## src/ow_seq_pkg.sv

```systemverilog
// Shared types and constants for the one-wire temperature read sequencer.
// No dependencies; every other file refers to this package by scoped names.
package ow_seq_pkg;

  localparam int CfgIdxW  = 3;
  localparam int CfgDataW = 20;
  localparam int CntW     = 20;

  localparam logic [CfgIdxW-1:0] RegResetLow     = 3'd0;
  localparam logic [CfgIdxW-1:0] RegPresenceWait = 3'd1;
  localparam logic [CfgIdxW-1:0] RegResetRecover = 3'd2;
  localparam logic [CfgIdxW-1:0] RegSlot         = 3'd3;
  localparam logic [CfgIdxW-1:0] RegWriteLow     = 3'd4;
  localparam logic [CfgIdxW-1:0] RegReadLow      = 3'd5;
  localparam logic [CfgIdxW-1:0] RegReadSample   = 3'd6;
  localparam logic [CfgIdxW-1:0] RegConvertWait  = 3'd7;

  localparam logic [7:0] CmdSkipRom = 8'hCC;
  localparam logic [7:0] CmdConvert = 8'h44;
  localparam logic [7:0] CmdReadPad = 8'hBE;

  typedef struct packed {
    logic [11:0] reset_low_ticks;
    logic [11:0] presence_wait_ticks;
    logic [11:0] reset_recover_ticks;
    logic [11:0] slot_ticks;
    logic [7:0]  write_low_ticks;
    logic [7:0]  read_low_ticks;
    logic [7:0]  read_sample_ticks;
    logic [19:0] convert_wait_ticks;
  } cfg_regs_t;

  typedef struct packed {
    logic command;
    logic line_level;
  } in_item_t;

  typedef struct packed {
    logic       drive_low;
    logic       busy_res;
    logic       done_res;
    logic [7:0] raw_low;
    logic [7:0] raw_high;
    logic [2:0] tens_digit;
    logic [3:0] ones_digit;
    logic [3:0] tenths_digit;
    logic [3:0] hundredths_digit;
    logic [3:0] thousandths_digit;
    logic [3:0] ten_thousandths_digit;
    logic       forties_flag;
  } out_item_t;

  typedef struct packed {
    logic       drive_low;
    logic       busy;
    logic       done;
    logic [7:0] low_byte;
    logic [7:0] high_byte;
  } seq_status_t;

  // Four BCD digits of nibble * 625.
  function automatic logic [15:0] frac_bcd(input logic [3:0] nib);
    logic [15:0] r;
    case (nib)
      4'd0:    r = 16'h0000;
      4'd1:    r = 16'h0625;
      4'd2:    r = 16'h1250;
      4'd3:    r = 16'h1875;
      4'd4:    r = 16'h2500;
      4'd5:    r = 16'h3125;
      4'd6:    r = 16'h3750;
      4'd7:    r = 16'h4375;
      4'd8:    r = 16'h5000;
      4'd9:    r = 16'h5625;
      4'd10:   r = 16'h6250;
      4'd11:   r = 16'h6875;
      4'd12:   r = 16'h7500;
      4'd13:   r = 16'h8125;
      4'd14:   r = 16'h8750;
      default: r = 16'h9375;
    endcase
    return r;
  endfunction

endpackage

```

## src/one_wire_temp_read_sequencer.sv

```systemverilog
// One-wire temperature read sequencer. Each input item is one bus tick and yields exactly
// one result item: line drive, busy and done flags, the last bytes read and their decimal
// digits. Items are taken one per clock while the result buffer is not full; an accepted
// item passes the input register, then the one-tick sequencer step into a two-entry result
// buffer. The user must make configuration writes only while no item is in flight; the block does not enforce this.
module one_wire_temp_read_sequencer (
  input  logic                            clk,
  input  logic                            rst,
  input  logic                            in_valid,
  output logic                            in_stall,
  input  ow_seq_pkg::in_item_t            in_item,
  output logic                            out_valid,
  input  logic                            out_stall,
  output ow_seq_pkg::out_item_t           out_item,
  input  logic                            cfg_we,
  input  logic [ow_seq_pkg::CfgIdxW-1:0]  cfg_index,
  input  logic [ow_seq_pkg::CfgDataW-1:0] cfg_data
);

  ow_seq_pkg::cfg_regs_t   regs;
  ow_seq_pkg::in_item_t    s1_item;
  ow_seq_pkg::seq_status_t status;
  ow_seq_pkg::out_item_t   result;
  logic                    s1_valid;
  logic                    buf_full;
  logic                    advance;

  assign advance  = s1_valid && !buf_full;
  assign in_stall = s1_valid && buf_full;

  always_ff @(posedge clk) begin
    if (rst) begin
      s1_valid <= 1'b0;
    end else begin
      s1_valid <= (in_valid && !in_stall) || (s1_valid && !advance);
    end
  end

  always_ff @(posedge clk) begin
    if (in_valid && !in_stall) begin
      s1_item <= in_item;
    end
  end

  ow_seq_cfg u_cfg (
    .clk       (clk),
    .rst       (rst),
    .cfg_we    (cfg_we),
    .cfg_index (cfg_index),
    .cfg_data  (cfg_data),
    .regs      (regs)
  );

  ow_seq_ctrl u_ctrl (
    .clk    (clk),
    .rst    (rst),
    .step   (advance),
    .item   (s1_item),
    .regs   (regs),
    .status (status)
  );

  ow_seq_digits u_digits (
    .status (status),
    .result (result)
  );

  ow_seq_obuf u_obuf (
    .clk       (clk),
    .rst       (rst),
    .push      (advance),
    .push_item (result),
    .full      (buf_full),
    .out_valid (out_valid),
    .out_stall (out_stall),
    .out_item  (out_item)
  );

endmodule

```

## src/ow_seq_cfg.sv

```systemverilog
// Timing register file of the one-wire sequencer.
// Depends on ow_seq_pkg.
module ow_seq_cfg (
  input  logic                                clk,
  input  logic                                rst,
  input  logic                                cfg_we,
  input  logic [ow_seq_pkg::CfgIdxW-1:0]      cfg_index,
  input  logic [ow_seq_pkg::CfgDataW-1:0]     cfg_data,
  output ow_seq_pkg::cfg_regs_t               regs
);

  always_ff @(posedge clk) begin
    if (rst) begin
      regs.reset_low_ticks     <= 12'd503;
      regs.presence_wait_ticks <= 12'd70;
      regs.reset_recover_ticks <= 12'd430;
      regs.slot_ticks          <= 12'd63;
      regs.write_low_ticks     <= 8'd2;
      regs.read_low_ticks      <= 8'd6;
      regs.read_sample_ticks   <= 8'd4;
      regs.convert_wait_ticks  <= 20'd750000;
    end else if (cfg_we) begin
      case (cfg_index)
        ow_seq_pkg::RegResetLow:     regs.reset_low_ticks     <= cfg_data[11:0];
        ow_seq_pkg::RegPresenceWait: regs.presence_wait_ticks <= cfg_data[11:0];
        ow_seq_pkg::RegResetRecover: regs.reset_recover_ticks <= cfg_data[11:0];
        ow_seq_pkg::RegSlot:         regs.slot_ticks          <= cfg_data[11:0];
        ow_seq_pkg::RegWriteLow:     regs.write_low_ticks     <= cfg_data[7:0];
        ow_seq_pkg::RegReadLow:      regs.read_low_ticks      <= cfg_data[7:0];
        ow_seq_pkg::RegReadSample:   regs.read_sample_ticks   <= cfg_data[7:0];
        ow_seq_pkg::RegConvertWait:  regs.convert_wait_ticks  <= cfg_data[19:0];
        default: ;
      endcase
    end
  end

endmodule

```

## src/ow_seq_ctrl.sv

```systemverilog
// Bus sequencer: phase machine, tick counter, bit shifter and byte stores.
// Advances one tick per step. Depends on ow_seq_pkg.
module ow_seq_ctrl (
  input  logic                      clk,
  input  logic                      rst,
  input  logic                      step,
  input  ow_seq_pkg::in_item_t      item,
  input  ow_seq_pkg::cfg_regs_t     regs,
  output ow_seq_pkg::seq_status_t   status
);

  localparam logic [3:0] PhIdle     = 4'd0;
  localparam logic [3:0] PhRstLow   = 4'd1;
  localparam logic [3:0] PhRstWait  = 4'd2;
  localparam logic [3:0] PhRecRetry = 4'd3;
  localparam logic [3:0] PhRecOk    = 4'd4;
  localparam logic [3:0] PhWrLow    = 4'd5;
  localparam logic [3:0] PhWrHold   = 4'd6;
  localparam logic [3:0] PhConvert  = 4'd7;
  localparam logic [3:0] PhRdLow    = 4'd8;
  localparam logic [3:0] PhRdWait   = 4'd9;
  localparam logic [3:0] PhRdRest   = 4'd10;

  logic [3:0]                  phase, phase_next;
  logic [ow_seq_pkg::CntW-1:0] tick_count, tick_count_next;
  logic [2:0]                  bit_index, bit_index_next;
  logic [2:0]                  byte_step, byte_step_next;
  logic [7:0]                  shift_reg, shift_reg_next;
  logic [7:0]                  low_byte_store, low_byte_store_next;
  logic [7:0]                  high_byte_store, high_byte_store_next;
  logic [ow_seq_pkg::CntW:0]   len, cnt_inc;
  logic                        drive, done;

  always_comb begin
    phase_next           = phase;
    tick_count_next      = tick_count;
    bit_index_next       = bit_index;
    byte_step_next       = byte_step;
    shift_reg_next       = shift_reg;
    low_byte_store_next  = low_byte_store;
    high_byte_store_next = high_byte_store;
    drive                = 1'b0;
    done                 = 1'b0;

    if (phase_next > PhRdRest) begin
      phase_next = PhIdle;
    end
    if (phase_next == PhIdle && item.command) begin
      phase_next      = PhRstLow;
      tick_count_next = '0;
      byte_step_next  = 3'd0;
      bit_index_next  = 3'd0;
    end

    if (phase_next == PhRstLow || phase_next == PhWrLow || phase_next == PhRdLow) begin
      drive = 1'b1;
    end else if (phase_next == PhWrHold) begin
      drive = ~shift_reg_next[0];
    end

    case (phase_next)
      PhRstLow:              len = {9'd0, regs.reset_low_ticks};
      PhRstWait:             len = {9'd0, regs.presence_wait_ticks};
      PhRecRetry, PhRecOk:   len = {9'd0, regs.reset_recover_ticks};
      PhWrLow:               len = {13'd0, regs.write_low_ticks};
      PhConvert:             len = {1'b0, regs.convert_wait_ticks};
      PhRdLow:               len = {13'd0, regs.read_low_ticks};
      PhRdWait:              len = {13'd0, regs.read_sample_ticks};
      default:               len = {9'd0, regs.slot_ticks};
    endcase
    cnt_inc = {1'b0, tick_count_next} + 21'd1;

    if (phase_next != PhIdle) begin
      if (cnt_inc >= len) begin
        tick_count_next = '0;
        case (phase_next)
          PhRstLow:   phase_next = PhRstWait;
          PhRstWait:  phase_next = item.line_level ? PhRecRetry : PhRecOk;
          PhRecRetry: phase_next = PhRstLow;
          PhRecOk: begin
            shift_reg_next = ow_seq_pkg::CmdSkipRom;
            bit_index_next = 3'd0;
            phase_next     = PhWrLow;
          end
          PhWrLow:    phase_next = PhWrHold;
          PhWrHold: begin
            shift_reg_next = {1'b0, shift_reg_next[7:1]};
            if (bit_index_next == 3'd7) begin
              bit_index_next = 3'd0;
              case (byte_step_next)
                3'd0: begin
                  byte_step_next = 3'd1;
                  shift_reg_next = ow_seq_pkg::CmdConvert;
                  phase_next     = PhWrLow;
                end
                3'd1: begin
                  byte_step_next = 3'd2;
                  phase_next     = PhConvert;
                end
                3'd2: begin
                  byte_step_next = 3'd3;
                  shift_reg_next = ow_seq_pkg::CmdReadPad;
                  phase_next     = PhWrLow;
                end
                default: begin
                  byte_step_next = 3'd4;
                  shift_reg_next = 8'd0;
                  phase_next     = PhRdLow;
                end
              endcase
            end else begin
              bit_index_next = bit_index_next + 3'd1;
              phase_next     = PhWrLow;
            end
          end
          PhConvert:  phase_next = PhRstLow;
          PhRdLow:    phase_next = PhRdWait;
          PhRdWait: begin
            shift_reg_next = {item.line_level, shift_reg_next[7:1]};
            phase_next     = PhRdRest;
          end
          default: begin
            if (bit_index_next != 3'd7) begin
              bit_index_next = bit_index_next + 3'd1;
              phase_next     = PhRdLow;
            end else begin
              bit_index_next = 3'd0;
              if (byte_step_next == 3'd4) begin
                low_byte_store_next = shift_reg_next;
                byte_step_next      = 3'd5;
                shift_reg_next      = 8'd0;
                phase_next          = PhRdLow;
              end else begin
                high_byte_store_next = shift_reg_next;
                phase_next           = PhIdle;
                done                 = 1'b1;
              end
            end
          end
        endcase
      end else begin
        tick_count_next = cnt_inc[ow_seq_pkg::CntW-1:0];
      end
    end
  end

  always_ff @(posedge clk) begin
    if (rst) begin
      phase           <= PhIdle;
      tick_count      <= '0;
      bit_index       <= 3'd0;
      byte_step       <= 3'd0;
      shift_reg       <= 8'd0;
      low_byte_store  <= 8'd0;
      high_byte_store <= 8'd0;
    end else if (step) begin
      phase           <= phase_next;
      tick_count      <= tick_count_next;
      bit_index       <= bit_index_next;
      byte_step       <= byte_step_next;
      shift_reg       <= shift_reg_next;
      low_byte_store  <= low_byte_store_next;
      high_byte_store <= high_byte_store_next;
    end
  end

  assign status.drive_low = drive;
  assign status.busy      = (phase_next != PhIdle);
  assign status.done      = done;
  assign status.low_byte  = low_byte_store_next;
  assign status.high_byte = high_byte_store_next;

endmodule

```

## src/ow_seq_digits.sv

```systemverilog
// Builds the result item: raw bytes and decimal digits of the temperature.
// Depends on ow_seq_pkg.
module ow_seq_digits (
  input  ow_seq_pkg::seq_status_t status,
  output ow_seq_pkg::out_item_t   result
);

  logic [5:0]  tz;
  logic [13:0] tz_scaled;
  logic [2:0]  tens;
  logic [5:0]  tens_x10;
  logic [5:0]  ones;
  logic [15:0] frac;

  assign tz        = {status.high_byte[1:0], status.low_byte[7:4]};
  // tz * 205 >> 11 is tz / 10 for tz below 64
  assign tz_scaled = {8'd0, tz} * 14'd205;
  assign tens      = tz_scaled[13:11];
  assign tens_x10  = {tens, 3'd0} + {2'd0, tens, 1'b0};
  assign ones      = tz - tens_x10;
  assign frac      = ow_seq_pkg::frac_bcd(status.low_byte[3:0]);

  assign result.drive_low             = status.drive_low;
  assign result.busy_res              = status.busy;
  assign result.done_res              = status.done;
  assign result.raw_low               = status.low_byte;
  assign result.raw_high              = status.high_byte;
  assign result.tens_digit            = tens;
  assign result.ones_digit            = ones[3:0];
  assign result.tenths_digit          = frac[15:12];
  assign result.hundredths_digit      = frac[11:8];
  assign result.thousandths_digit     = frac[7:4];
  assign result.ten_thousandths_digit = frac[3:0];
  assign result.forties_flag          = (tens == 3'd4);

endmodule

```

## src/ow_seq_obuf.sv

```systemverilog
// Two-entry result buffer between the sequencer and the output channel.
// Depends on ow_seq_pkg.
module ow_seq_obuf (
  input  logic                    clk,
  input  logic                    rst,
  input  logic                    push,
  input  ow_seq_pkg::out_item_t   push_item,
  output logic                    full,
  output logic                    out_valid,
  input  logic                    out_stall,
  output ow_seq_pkg::out_item_t   out_item
);

  logic [1:0]            count, count_next;
  ow_seq_pkg::out_item_t head, skid;
  logic                  pop;

  assign pop       = (count != 2'd0) && !out_stall;
  assign full      = (count == 2'd2);
  assign out_valid = (count != 2'd0);
  assign out_item  = head;

  always_comb begin
    count_next = count;
    if (push && !pop) begin
      count_next = count + 2'd1;
    end else if (pop && !push) begin
      count_next = count - 2'd1;
    end
  end

  always_ff @(posedge clk) begin
    if (rst) begin
      count <= 2'd0;
    end else begin
      count <= count_next;
    end
  end

  always_ff @(posedge clk) begin
    if (count == 2'd2) begin
      if (pop) begin
        head <= skid;
      end
    end else if (push) begin
      if (count == 2'd0 || pop) begin
        head <= push_item;
      end else begin
        skid <= push_item;
      end
    end
  end

endmodule

```

## config.mk

```make
export PLATFORM = sky130hd
export DESIGN_NAME = one_wire_temp_read_sequencer
export DESIGN_NICKNAME = d
export VERILOG_FILES = /design/src/ow_seq_pkg.sv /design/src/one_wire_temp_read_sequencer.sv /design/src/ow_seq_cfg.sv /design/src/ow_seq_ctrl.sv /design/src/ow_seq_digits.sv /design/src/ow_seq_obuf.sv
export SDC_FILE = /design/constraint.sdc
export NUM_CORES = 1
export LEC_CHECK = 0
export BUFFER_PORTS_ARGS = -buffer_cell sky130_fd_sc_hd__buf_2
export CORE_UTILIZATION = 55
export DETAILED_ROUTE_END_ITERATION = 16
export GPL_TIMING_DRIVEN = 0
export PLACE_DENSITY = 0.79
export SETUP_SLACK_MARGIN = 0.5
export SYNTH_ARGS = -nofsm -noshare
export SYNTH_HDL_FRONTEND = slang
export SYNTH_SLANG_ARGS = --single-unit
```

## constraint.sdc

```tcl
create_clock -name clk -period 7.5 [get_ports clk]
set_input_delay 0.375 -clock clk [delete_from_list [all_inputs] [get_ports clk]]
set_output_delay 0.375 -clock clk [all_outputs]
set_load 0.02 [all_outputs]
```

* Yosys cells after proc, flatten, opt, wreduce, memory -nomap -nowiden
Memories as Yosys holds them, arrays and structs flattened. Index checks and enable logic that the tools add are counted. W data, S select, Z words.
Word-level totals: flip-flop bits (word level) 237, ROM bits 208, word-level logic and storage cells 184, memories kept 1
Memory list:
- (no name shown) | words 16, bits a word 13, read ports 1, clocked after memory_dff 0, write ports 0, RTL line ow_seq_pkg.sv:64 | case (nib)
Operators by class: add/sub/neg operators 6, $mul 1, magnitude comparators 2, equality and inequality tests 25, muxes and demuxes 56, bitwise gates (word level) 4, reduce and logical (&&, ||, !) cells 46
Operators by type and width (count):
- $mux W43 | 4
- $pmux W20 S7 | 1
- $mux W8 | 13
- $mux W20 | 3
- $mux W3 | 12
- $pmux W4 S8 | 1
- $pmux W8 S4 | 1
- $mux W4 | 7
- $pmux W8 S3 | 1
- $add A20 B1 Y21 const B | 1
- $eq A3 B3 Y1 const B | 7
- $ge A21 B20 Y1 | 1
- $pmux W3 S3 | 2
- $eq A4 B3 Y1 const B | 4
- $reduce_and A2 Y1 | 8
- $mul A6 B8 Y14 const B | 1
- $reduce_bool A4 Y1 | 3
- $eq A3 B2 Y1 const B | 3
- $reduce_or A9 Y1 | 1
- $eq A4 B2 Y1 const B | 2
- $eq A4 B4 Y1 const B | 2
- $logic_and A1 B1 Y1 | 8
- $pmux W4 S2 | 1
- $reduce_bool A2 Y1 | 4
- other kinds (27) | 49

* Logic depth before layout (Yosys ltp)
Gate-level depths: netlist of the first run.
depth in word-level cells 17, depth in mapped cells 38

* By module
From an unflattened synthesis of the first run, not the netlist that was laid out.
Unflattened totals: cell total of the unflattened synthesis 1248, area, all modules 12953.7 um2
By module, submodules not included:
- ow_seq_ctrl | instances 1, cells an instance 608, area an instance 4593.2 um2, seq. area each 1081.0 um2
- ow_seq_cfg | instances 1, cells an instance 347, area an instance 3644.7 um2, seq. area each 1841.8 um2
- ow_seq_obuf | instances 1, cells an instance 150, area an instance 3443.3 um2, seq. area each 2622.5 um2
- ow_seq_digits | instances 1, cells an instance 135, area an instance 1157.4 um2, seq. area each 0.0 um2
- one_wire_temp_read_sequencer | instances 1, cells an instance 8, area an instance 115.1 um2, seq. area each 80.1 um2

* Worst setup path before layout of the first run
No wires, ideal clock.
kind register to register, start reg u_ctrl.phase[0], end reg u_obuf.head (netlist bit u_obuf.out_item[20]), data pin, data arrival time 8.075 ns, path slack -0.727 ns, stages on the path, launching flop included 37, period minus slack after synthesis 8.227 ns, cell sequence dfxtp_1 -> buf_6 -> a21oi_2 -> a2bb2oi_4 -> clkbuf_1 -> and2_1 -> ha_1 -> and3_1 -> and2_1 -> nand2_1 -> or3_1 -> a21oi_1 -> ha_1 -> a21oi_1 -> o211ai_1 -> a221o_1 -> o211a_2 -> nor2_2 -> mux2i_1 -> inv_1 -> ha_1 -> ha_1 -> nor2_1 -> fa_1 -> inv_1 -> ha_1 -> a21o_1 -> a21oi_1 -> o21ai_0 -> a21oi_1 -> o21ai_0 -> xnor2_1 -> ha_1 -> or3_1 -> a2111o_1 -> a211o_1 -> a31oi_1
RTL lines:
- start, declared | RTL line ow_seq_ctrl.sv:24 | logic [3:0] phase, phase_next;
- start signal, assigned | RTL line ow_seq_ctrl.sv:149 | phase <= PhIdle;
- start signal, assigned | RTL line ow_seq_ctrl.sv:157 | phase <= phase_next;
- end signal, assigned | RTL line ow_seq_obuf.sv:43 | head <= skid;
- end signal, assigned | RTL line ow_seq_obuf.sv:47 | head <= push_item;
- end, declared | RTL line ow_seq_obuf.sv:15 | ow_seq_pkg::out_item_t head, skid;

==> run summary, run 1 <==
The flow ran to the end, but the final reports show violations. The checks that failed: negative setup slack. The residual overflow from global routing is 0, and the CTS sink count is 219. The logs give 0 for the max-cap check violation count and 52 for the number of core rows.

The worst register-to-register path has a setup slack of -670 ps. The number of slew-limit violations in the final report is 0, and the iteration count of the initial detailed-routing pass is 7. On the final layout, the worst clock skew is 12.7 ps. The highest routed metal layer was met4.

The tools report the cell at the root of the clock tree as sky130_fd_sc_hd__clkbuf_16. The first global-routing pass estimated 50500 um of wire. The repair_antennas step left the layout with diodes totalling 0. Among all flip-flop cells after synthesis, the most frequent one is sky130_fd_sc_hd__dfxtp_1.

For the maximum number of pins on one net before global-route repair, the log shows 35. The critical path's slowest cell is sky130_fd_sc_hd__fa_1. The post-synthesis average cell area was 8.69 um^2; the final clock period utilization by the worst path was 109%. The floorplan die area came out at 21300 um^2. Across all layers, the routed design uses 10.6k vias. Summed over all instances, the cell type with the most area after synthesis is sky130_fd_sc_hd__dfxtp_1. Yosys attributes the largest share of cell area to sky130_fd_sc_hd__dfxtp_1 (26%), sky130_fd_sc_hd__edfxtp_1 (18%), sky130_fd_sc_hd__nand2_1 (8.5%). The post-detailed-placement half-perimeter wirelength was 22100 um; the number of synthesized flops with an enable pin was 70. The number of design-rule violations left by the first detailed-router iteration was 1034. The sequential fraction of the synthesis area came out at 44.6%. The required time of the worst setup path is 7720 ps, and the clock tree buffer depth is 3. The routed length per placed instance came out at 19.4 um. The detail route stage leaves a number of antenna-violating nets equal to 0. The run gives 24 as the number of clock buffers inserted by TritonCTS. The worst setup path is of the reg -> reg kind.

Type of the most critical hold path: in -> reg. The later pin in the worst-skew pair is clocked with a latency of 520 ps. STA classifies the critical path startpoint as a flop. The number of cells in the design after placement is 1646. The overall die height is 146 um. After detailed routing, the number of remaining DRC violations is 0. After clock tree synthesis, the clock-pin slew on the worst setup and hold paths is 70 ps.

Overall power consumption after layout is estimated at 3780 uW. The met1 wire length is 13700 um, and the detailed-routed wire length on met3 is 2380 um. Synthesis produced a netlist whose cell count is 1313. Fraction of registers with async set/reset: 0%. In this run the count of I/O pins placed on the die edge is 75. The largest register by flop count was u_cfg.regs.

The logs give 16700 um for the length of routed met2 wiring and 36.5% for the worst relative slew slack. In this run the power density over the cells is 269 nW/um^2. The initial antenna violation count came out at 0. The mapped netlist covers 11400 um^2. The final-report hold violation count is 0. The slew at the pin with the worst max-slew slack is 945 ps. From left edge to right edge, the die measures 146 um.

For this design the static power due to leakage is 0.00549 uW. Maximum fanout along the worst path: 10. For the global placer's final weighted congestion, the log shows 0.943. Port buffering added 60 buffers. The worst setup path is captured at a flop. For this run, the top clock speed supported by timing is 0.122 GHz. In this design, the stage delay of the slowest critical-path cell is 500 ps. For the via count of the first global-routing pass, the log shows 9746. In the global route stage, overall resource usage came out at 29.5%. The area of the core came out at 20300 um^2. Subtracting the final worst setup slack from the clock period gives 8170 ps. The number of vias per cell is 6.07, and the setup violation total in the final timing report is 11. The critical path data arrival time is 8390 ps. TritonCTS built the clock tree.

Post-synthesis to final-layout area growth: 23.0%. Adding up every negative setup slack in the final design gives -3020 ps. The run gives 56.2% as the starting utilization of the core area. Setup repair after global routing could not meet its margin everywhere.

The number of distinct library cell variants in the gate-level netlist after synthesis was 82. For this run, the number of Yosys warnings is 0. VDD sags by at most 0.000193 V.

The fraction of layout instances using a drive strength above 1 came out at 21.4%. The share of synthesized area in the top cell type comes to 26.1%. The number of standard cells in the final layout excluding fillers came out at 1751.

Summed over all layers, the routed wires come to 33900 um. The final worst-path setup slack was -672 ps; the number of H-tree levels was 1. In the final design database the tool counted 1549 nets. The number of flip-flops in the largest register was 92.

After synthesis the netlist holds a flip-flop and latch count of 219.
cells by family after synthesis:
| logic type | synth area share (%) |
|---|---|
| buf+inv | 4.81 |
| mux | 3.96 |
| other cells | 0.0329 |
| flops | 44.6 |
| compound gates | 16.0 |
| xor+xnor | 1.84 |
| simple gates | 22.3 |
| fa+ha+maj | 6.54 |
metal layers:
layer	GRT usage, %	vias up
met5	0	-
met4	10.1	0
met3	3.41	89
met2	51.4	508
met1	38.1	5134
li1	-	4901
worst paths after layout:
kind / from / to / depth (start not counted)
max: u_ctrl.phase[2]$_SDFFE_PP0P_ / u_obuf.out_item[20]$_DFFE_PP_ / 34
min: in_item[0] / s1_item[0]$_DFFE_PP_ / 1
max reg2reg: u_ctrl.phase[2]$_SDFFE_PP0P_ / u_obuf.out_item[20]$_DFFE_PP_ / 34
min reg2reg: u_cfg.regs[36]$_SDFFE_PP0P_ / u_cfg.regs[36]$_SDFFE_PP0P_ / 2
synth_stat cells, types with 5 or more instances:
library cell and number:
sky130_fd_sc_hd__a21o_1 7, sky130_fd_sc_hd__nor2b_1 17, sky130_fd_sc_hd__nand3b_1 27, sky130_fd_sc_hd__nor2_1 123
sky130_fd_sc_hd__and3_1 15, sky130_fd_sc_hd__or3_1 9, sky130_fd_sc_hd__o2111ai_1 8, sky130_fd_sc_hd__xor2_1 10
sky130_fd_sc_hd__nand2_1 257, sky130_fd_sc_hd__clkbuf_1 70, sky130_fd_sc_hd__fa_1 6, sky130_fd_sc_hd__o211ai_1 5
sky130_fd_sc_hd__a211o_1 11, sky130_fd_sc_hd__mux2_2 8, sky130_fd_sc_hd__nand2b_1 14, sky130_fd_sc_hd__a211oi_1 25
sky130_fd_sc_hd__mux2i_1 35, sky130_fd_sc_hd__xnor2_1 14, sky130_fd_sc_hd__a22oi_1 16, sky130_fd_sc_hd__o21ai_0 36
sky130_fd_sc_hd__buf_4 9, sky130_fd_sc_hd__edfxtp_1 70, sky130_fd_sc_hd__ha_1 50, sky130_fd_sc_hd__buf_1 5
sky130_fd_sc_hd__o21a_1 5, sky130_fd_sc_hd__nand3_1 41, sky130_fd_sc_hd__nor3_1 17, sky130_fd_sc_hd__a221oi_1 7
sky130_fd_sc_hd__dfxtp_1 149, sky130_fd_sc_hd__a21oi_1 118, sky130_fd_sc_hd__buf_2 5, sky130_fd_sc_hd__inv_1 35
sky130_fd_sc_hd__and2_1 11, sky130_fd_sc_hd__clkbuf_2 5
cell type report:
class                   count  area, um^2
multi-input cells         964        6400
fillers                  1541        6270
flip-flops and latches    219        5090
repair buffers            122         808
clock buffers              36         737
plain buffers              95         468
well taps                 270         338
inverters                  37         139
clock inverters             8        53.8
through the flow:
| step | setup slack (ps) | hold WS (ps) | cell area (um^2) | utilization (%) |
|---|---|---|---|---|
| 6_report | -672 | 42.5 | 14000 | 69.1 |
| 5_1_grt | -886 | 25.4 | 14000 | 69.1 |
| 4_1_cts | -540 | 28.2 | 13700 | 67.4 |
| 3_5_place_dp | -1420 | 446 | 12300 | 60.8 |
| 3_3_place_gp | -1370 | 442 | 12300 | 60.7 |
| 2_1_floorplan | 81.6 | 436 | 11700 | - |
cell usage in the layout, fill, tap and decap left out, types with 17 or more instances in the layout:
| cell type | netlist | final |
|---|---|---|
| sky130_fd_sc_hd__clkbuf_1 | 70 | 58 |
| sky130_fd_sc_hd__a211oi_1 | 25 | 24 |
| sky130_fd_sc_hd__o21ai_0 | 36 | 32 |
| sky130_fd_sc_hd__buf_4 | 9 | 64 |
| sky130_fd_sc_hd__edfxtp_1 | 70 | 70 |
| sky130_fd_sc_hd__mux2i_1 | 35 | 31 |
| sky130_fd_sc_hd__nand3_1 | 41 | 39 |
| sky130_fd_sc_hd__clkbuf_16 | 0 | 25 |
| sky130_fd_sc_hd__buf_2 | 5 | 64 |
| sky130_fd_sc_hd__nand3b_1 | 27 | 27 |
| sky130_fd_sc_hd__a21oi_1 | 118 | 108 |
| sky130_fd_sc_hd__nor2_1 | 123 | 114 |
| sky130_fd_sc_hd__dfxtp_1 | 149 | 146 |
| sky130_fd_sc_hd__nand2_1 | 257 | 252 |
| sky130_fd_sc_hd__nor2b_1 | 17 | 17 |
| sky130_fd_sc_hd__ha_1 | 50 | 33 |
| sky130_fd_sc_hd__inv_1 | 35 | 27 |
worst max-delay path: cells and delay by family, from the launching register on:
kind	cells	cell delay (ps)
multiplexers	1	390
adder cells (fa/ha/maj)	5	1690
AND/OR/NAND/NOR	10	1700
buffers and inverters	6	1140
XOR/XNOR	2	330
AO/OA/AOI/OAI	10	2140
flip-flops	1	480
power breakdown:
part / switching, uW / leakage (uW) / internal [uW]
Clock: 495 / 0.000390 / 682
Sequential: 58.8 / 0.00188 / 1410
Combinational: 699 / 0.00322 / 428
Total: 1250 / 0.00549 / 2520
timing repair:
action	in CTS	in global routing
pin swaps	24	24
gates resized for setup	60	54
buffers inserted	44	17
endpoints found under the setup margin	14	14
hold buffers	0	0
gates cloned	0	0
Power figures use the tool's default switching activity.
==> run 2, diff against run 1 <==
- CTS_BUF_LIST: unset -> sky130_fd_sc_hd__clkbuf_4 sky130_fd_sc_hd__clkbuf_8 sky130_fd_sc_hd__clkbuf_16
==> run 2 against run 1 <==
Net effect:
- the flow still finishes with violations (negative setup slack)
- clock-buffer cell count unchanged
- critical path depth is the same
- critical path type unchanged
- sequential cell count stayed put
- core utilization increased by 0.074 points
- largest cell class unchanged
- via count is 0.15% higher
- combinational power barely moved
- cell count is the same
- hold slack got worse by 3.5 ps
- power up 0.40%
- sequential share of layout area barely moved
- non-clock buffer count stayed put
==> run summary, run 2 (same netlist as run 1, synthesis figures left out) <==
Clock tree synthesis inserted a total of 24 buffers. Summing all flip-flop and latch instances after layout gives 5090 um^2. The detailed router placed 10.6k vias in this run. The logs give 0 for the remaining antenna violation count after routing and 52 for the number of core rows. The number of H-tree levels came out at 1. The run gives 12300 um^2 as the placed cell area.

The cell family contributing the most delay on the critical path is compound AO/OA/AOI/OAI gates. For this configuration, the core starts out at a cell density of 56.2%. The final-report hold violation count is 0. The library cells used most frequently in the layout, excluding fill and tap cells, are sky130_fd_sc_hd__nand2_1 (252), sky130_fd_sc_hd__dfxtp_1 (146), sky130_fd_sc_hd__nor2_1 (114). Setup violations remaining at the end of the flow were counted as 11. After clock tree synthesis, the clock-pin slew on the worst setup and hold paths is 60 ps. The floorplan die area came out at 21300 um^2.

The worst relative slew slack was 36.3%. For the worst setup path, the data required time is 7850 ps. Detailed placement ended at an HPWL of 22100 um. Setup repair after global routing could not meet its margin everywhere. The routed length per placed instance is 19.4 um. Type of the most critical hold path: in -> reg.

The worst setup path is captured at a flop. In this run, post-CTS hold repair placed 0 buffers. Together, buffers and inverters on the worst path number 6.

The final clock period utilization by the worst path works out to 109%. For the worst clock skew, the log shows 11.9 ps. The first global-routing pass estimated 50400 um of wire. Measured along the x axis, the die boundary spans 146 um. Cells with a size suffix above 1 make up 21.7% of the layout. The clock drives 219 sinks.

The critical path's slowest cell is sky130_fd_sc_hd__fa_1. For the initial antenna violation count, the log shows 0. The analysis attributes to cell leakage a power of 0.00550 uW.

The final reports fail on negative setup slack. The filler cells instantiated in the layout total 1538. 0 antenna diodes ended up in the layout.

Once placement completed, the tool counted placed cells totaling 1646. In the final layout, the multi-input gates occupy 6400 um^2. The number of slew-limit violations in the final report was 0. The largest register by flop count was u_cfg.regs. TritonCTS built the clock tree. Pin placement for this block handled 75 I/O pins. The library cell used most frequently in the layout, excluding fill and tap cells, is sky130_fd_sc_hd__nand2_1. The area of the core is 20300 um^2, and the post-route minimum period is 8170 ps. The tree is rooted in a sky130_fd_sc_hd__clkbuf_16. The category of the worst setup path launch point is a flop. VDD sags by at most 0.000192 V. The area growth from synthesis to layout is 23.1%. The final worst-path setup slack is -667 ps, and the slew at the pin with the worst max-slew slack is 949 ps. The maximum number of pins on one net before global-route repair was 35. After global routing the overflow that remains totals 0.

Via count of the first global-routing pass: 9745. After detailed routing, the number of vias per cell comes to 6.08. In this run, the number of DRC markers left after iteration 0 of detailed routing was 1085. Along the worst path, the maximum fanout reaches 10. At the end of the flow, the number of nets in the layout was 1549.

Number of buffers added on ports: 60. Timing would allow up to 0.122 GHz. For the worst-skew pair, the clock arrives at the later sink with an insertion delay of 520 ps.

With fillers left out, the area of the finished cells amounts to 14000 um^2. The run finished, with violations left. The overall track demand over capacity in global routing came out at 29.5%. The first detailed-routing pass took 8 iterations.

The global placer's final weighted congestion was 0.943; the number of standard cells in the final layout excluding fillers was 1751. The tools report the total length of routed wires as 33900 um. The max-cap check violation count was 0. The register with the most flip-flops in the layout has 92 of them. The worst hold slack across all endpoints was 39.0 ps. Cell area power density: 270 nW/um^2. The delay contributed by the slowest stage of the critical path works out to 500 ps. The detailed-route DRC error count is 0, and the overall die height is 146 um. The tools report the clock tree buffer depth as 3.

The path type of the worst setup path is reg -> reg. STA puts the critical path data arrival time at 8520 ps.
## run 2: changes by cell type in the layout (fill, tap and decap cells not counted)
| cell | previous run | this run |
|---|---|---|
| sky130_fd_sc_hd__clkbuf_4 | 4 | 8 |
| sky130_fd_sc_hd__clkbuf_1 | 58 | 54 |
## run 2: worst register-to-register path, delay by kind of cell (launching register included)
kind            cells  cell delay [ps]
compound gates     10             2290
simple gates       10             1890
fa+ha+maj           5             1540
buf+inv             6             1160
flops               1              480
mux                 1              390
xor+xnor            2              280
## run 2: worst paths after layout
kind / startpoint / endpoint / slack [ps] / cells after the start
worst min-delay path: in_item[0] / s1_item[0]$_DFFE_PP_ / 40 / 1
worst max register to register: u_ctrl.phase[2]$_SDFFE_PP0P_ / u_obuf.out_item[20]$_DFFE_PP_ / -670 / 34
worst min register to register: u_cfg.regs[36]$_SDFFE_PP0P_ / u_cfg.regs[36]$_SDFFE_PP0P_ / 450 / 2
worst max-delay path: u_ctrl.phase[2]$_SDFFE_PP0P_ / u_obuf.out_item[20]$_DFFE_PP_ / -670 / 34
## run 2: cell type report
class / count / share of cell area [%]
multi-input combinational: 964 / 45.5
sequential: 219 / 36.2
timing repair buffer: 122 / 5.75
clock buffer: 36 / 5.35
buffer: 95 / 3.33
tap: 270 / 2.40
inverter: 37 / 0.989
clock inverter: 8 / 0.383
## run 2: per-stage QoR
step	TNS [ps]	util, %	total power (uW)	setup slack (ps)
CTS	-1150	67.5	3670	-540
finish	-2960	69.2	3790	-667
floorplan	0	-	2150	81.6
global placement	-10110	60.7	2400	-1370
detailed placement	-10690	60.8	2450	-1420
global route	-5030	69.2	3930	-886
## run 2: metal layers
metal  vias up  global-route usage (%)  share of wire (%)
li1       4905                       -                  -
met1      5130                    38.0                 40
met2       520                    51.2                 49
met3        93                    3.50                7.3
met4         0                    10.4                3.3
met5         -                       0                  0
## run 2: what timing repair did
| item | in CTS | in global routing |
|---|---|---|
| endpoints found under the setup margin | 14 | 14 |
| resized for setup | 60 | 54 |
| setup buffers | 44 | 17 |
| pin swaps | 24 | 24 |
## run 2: where the power goes
part | total (uW) | switching (uW) | internal (uW)
clock network | 1190 | 496 | 697
registers | 1470 | 58.3 | 1410
logic | 1130 | 699 | 428
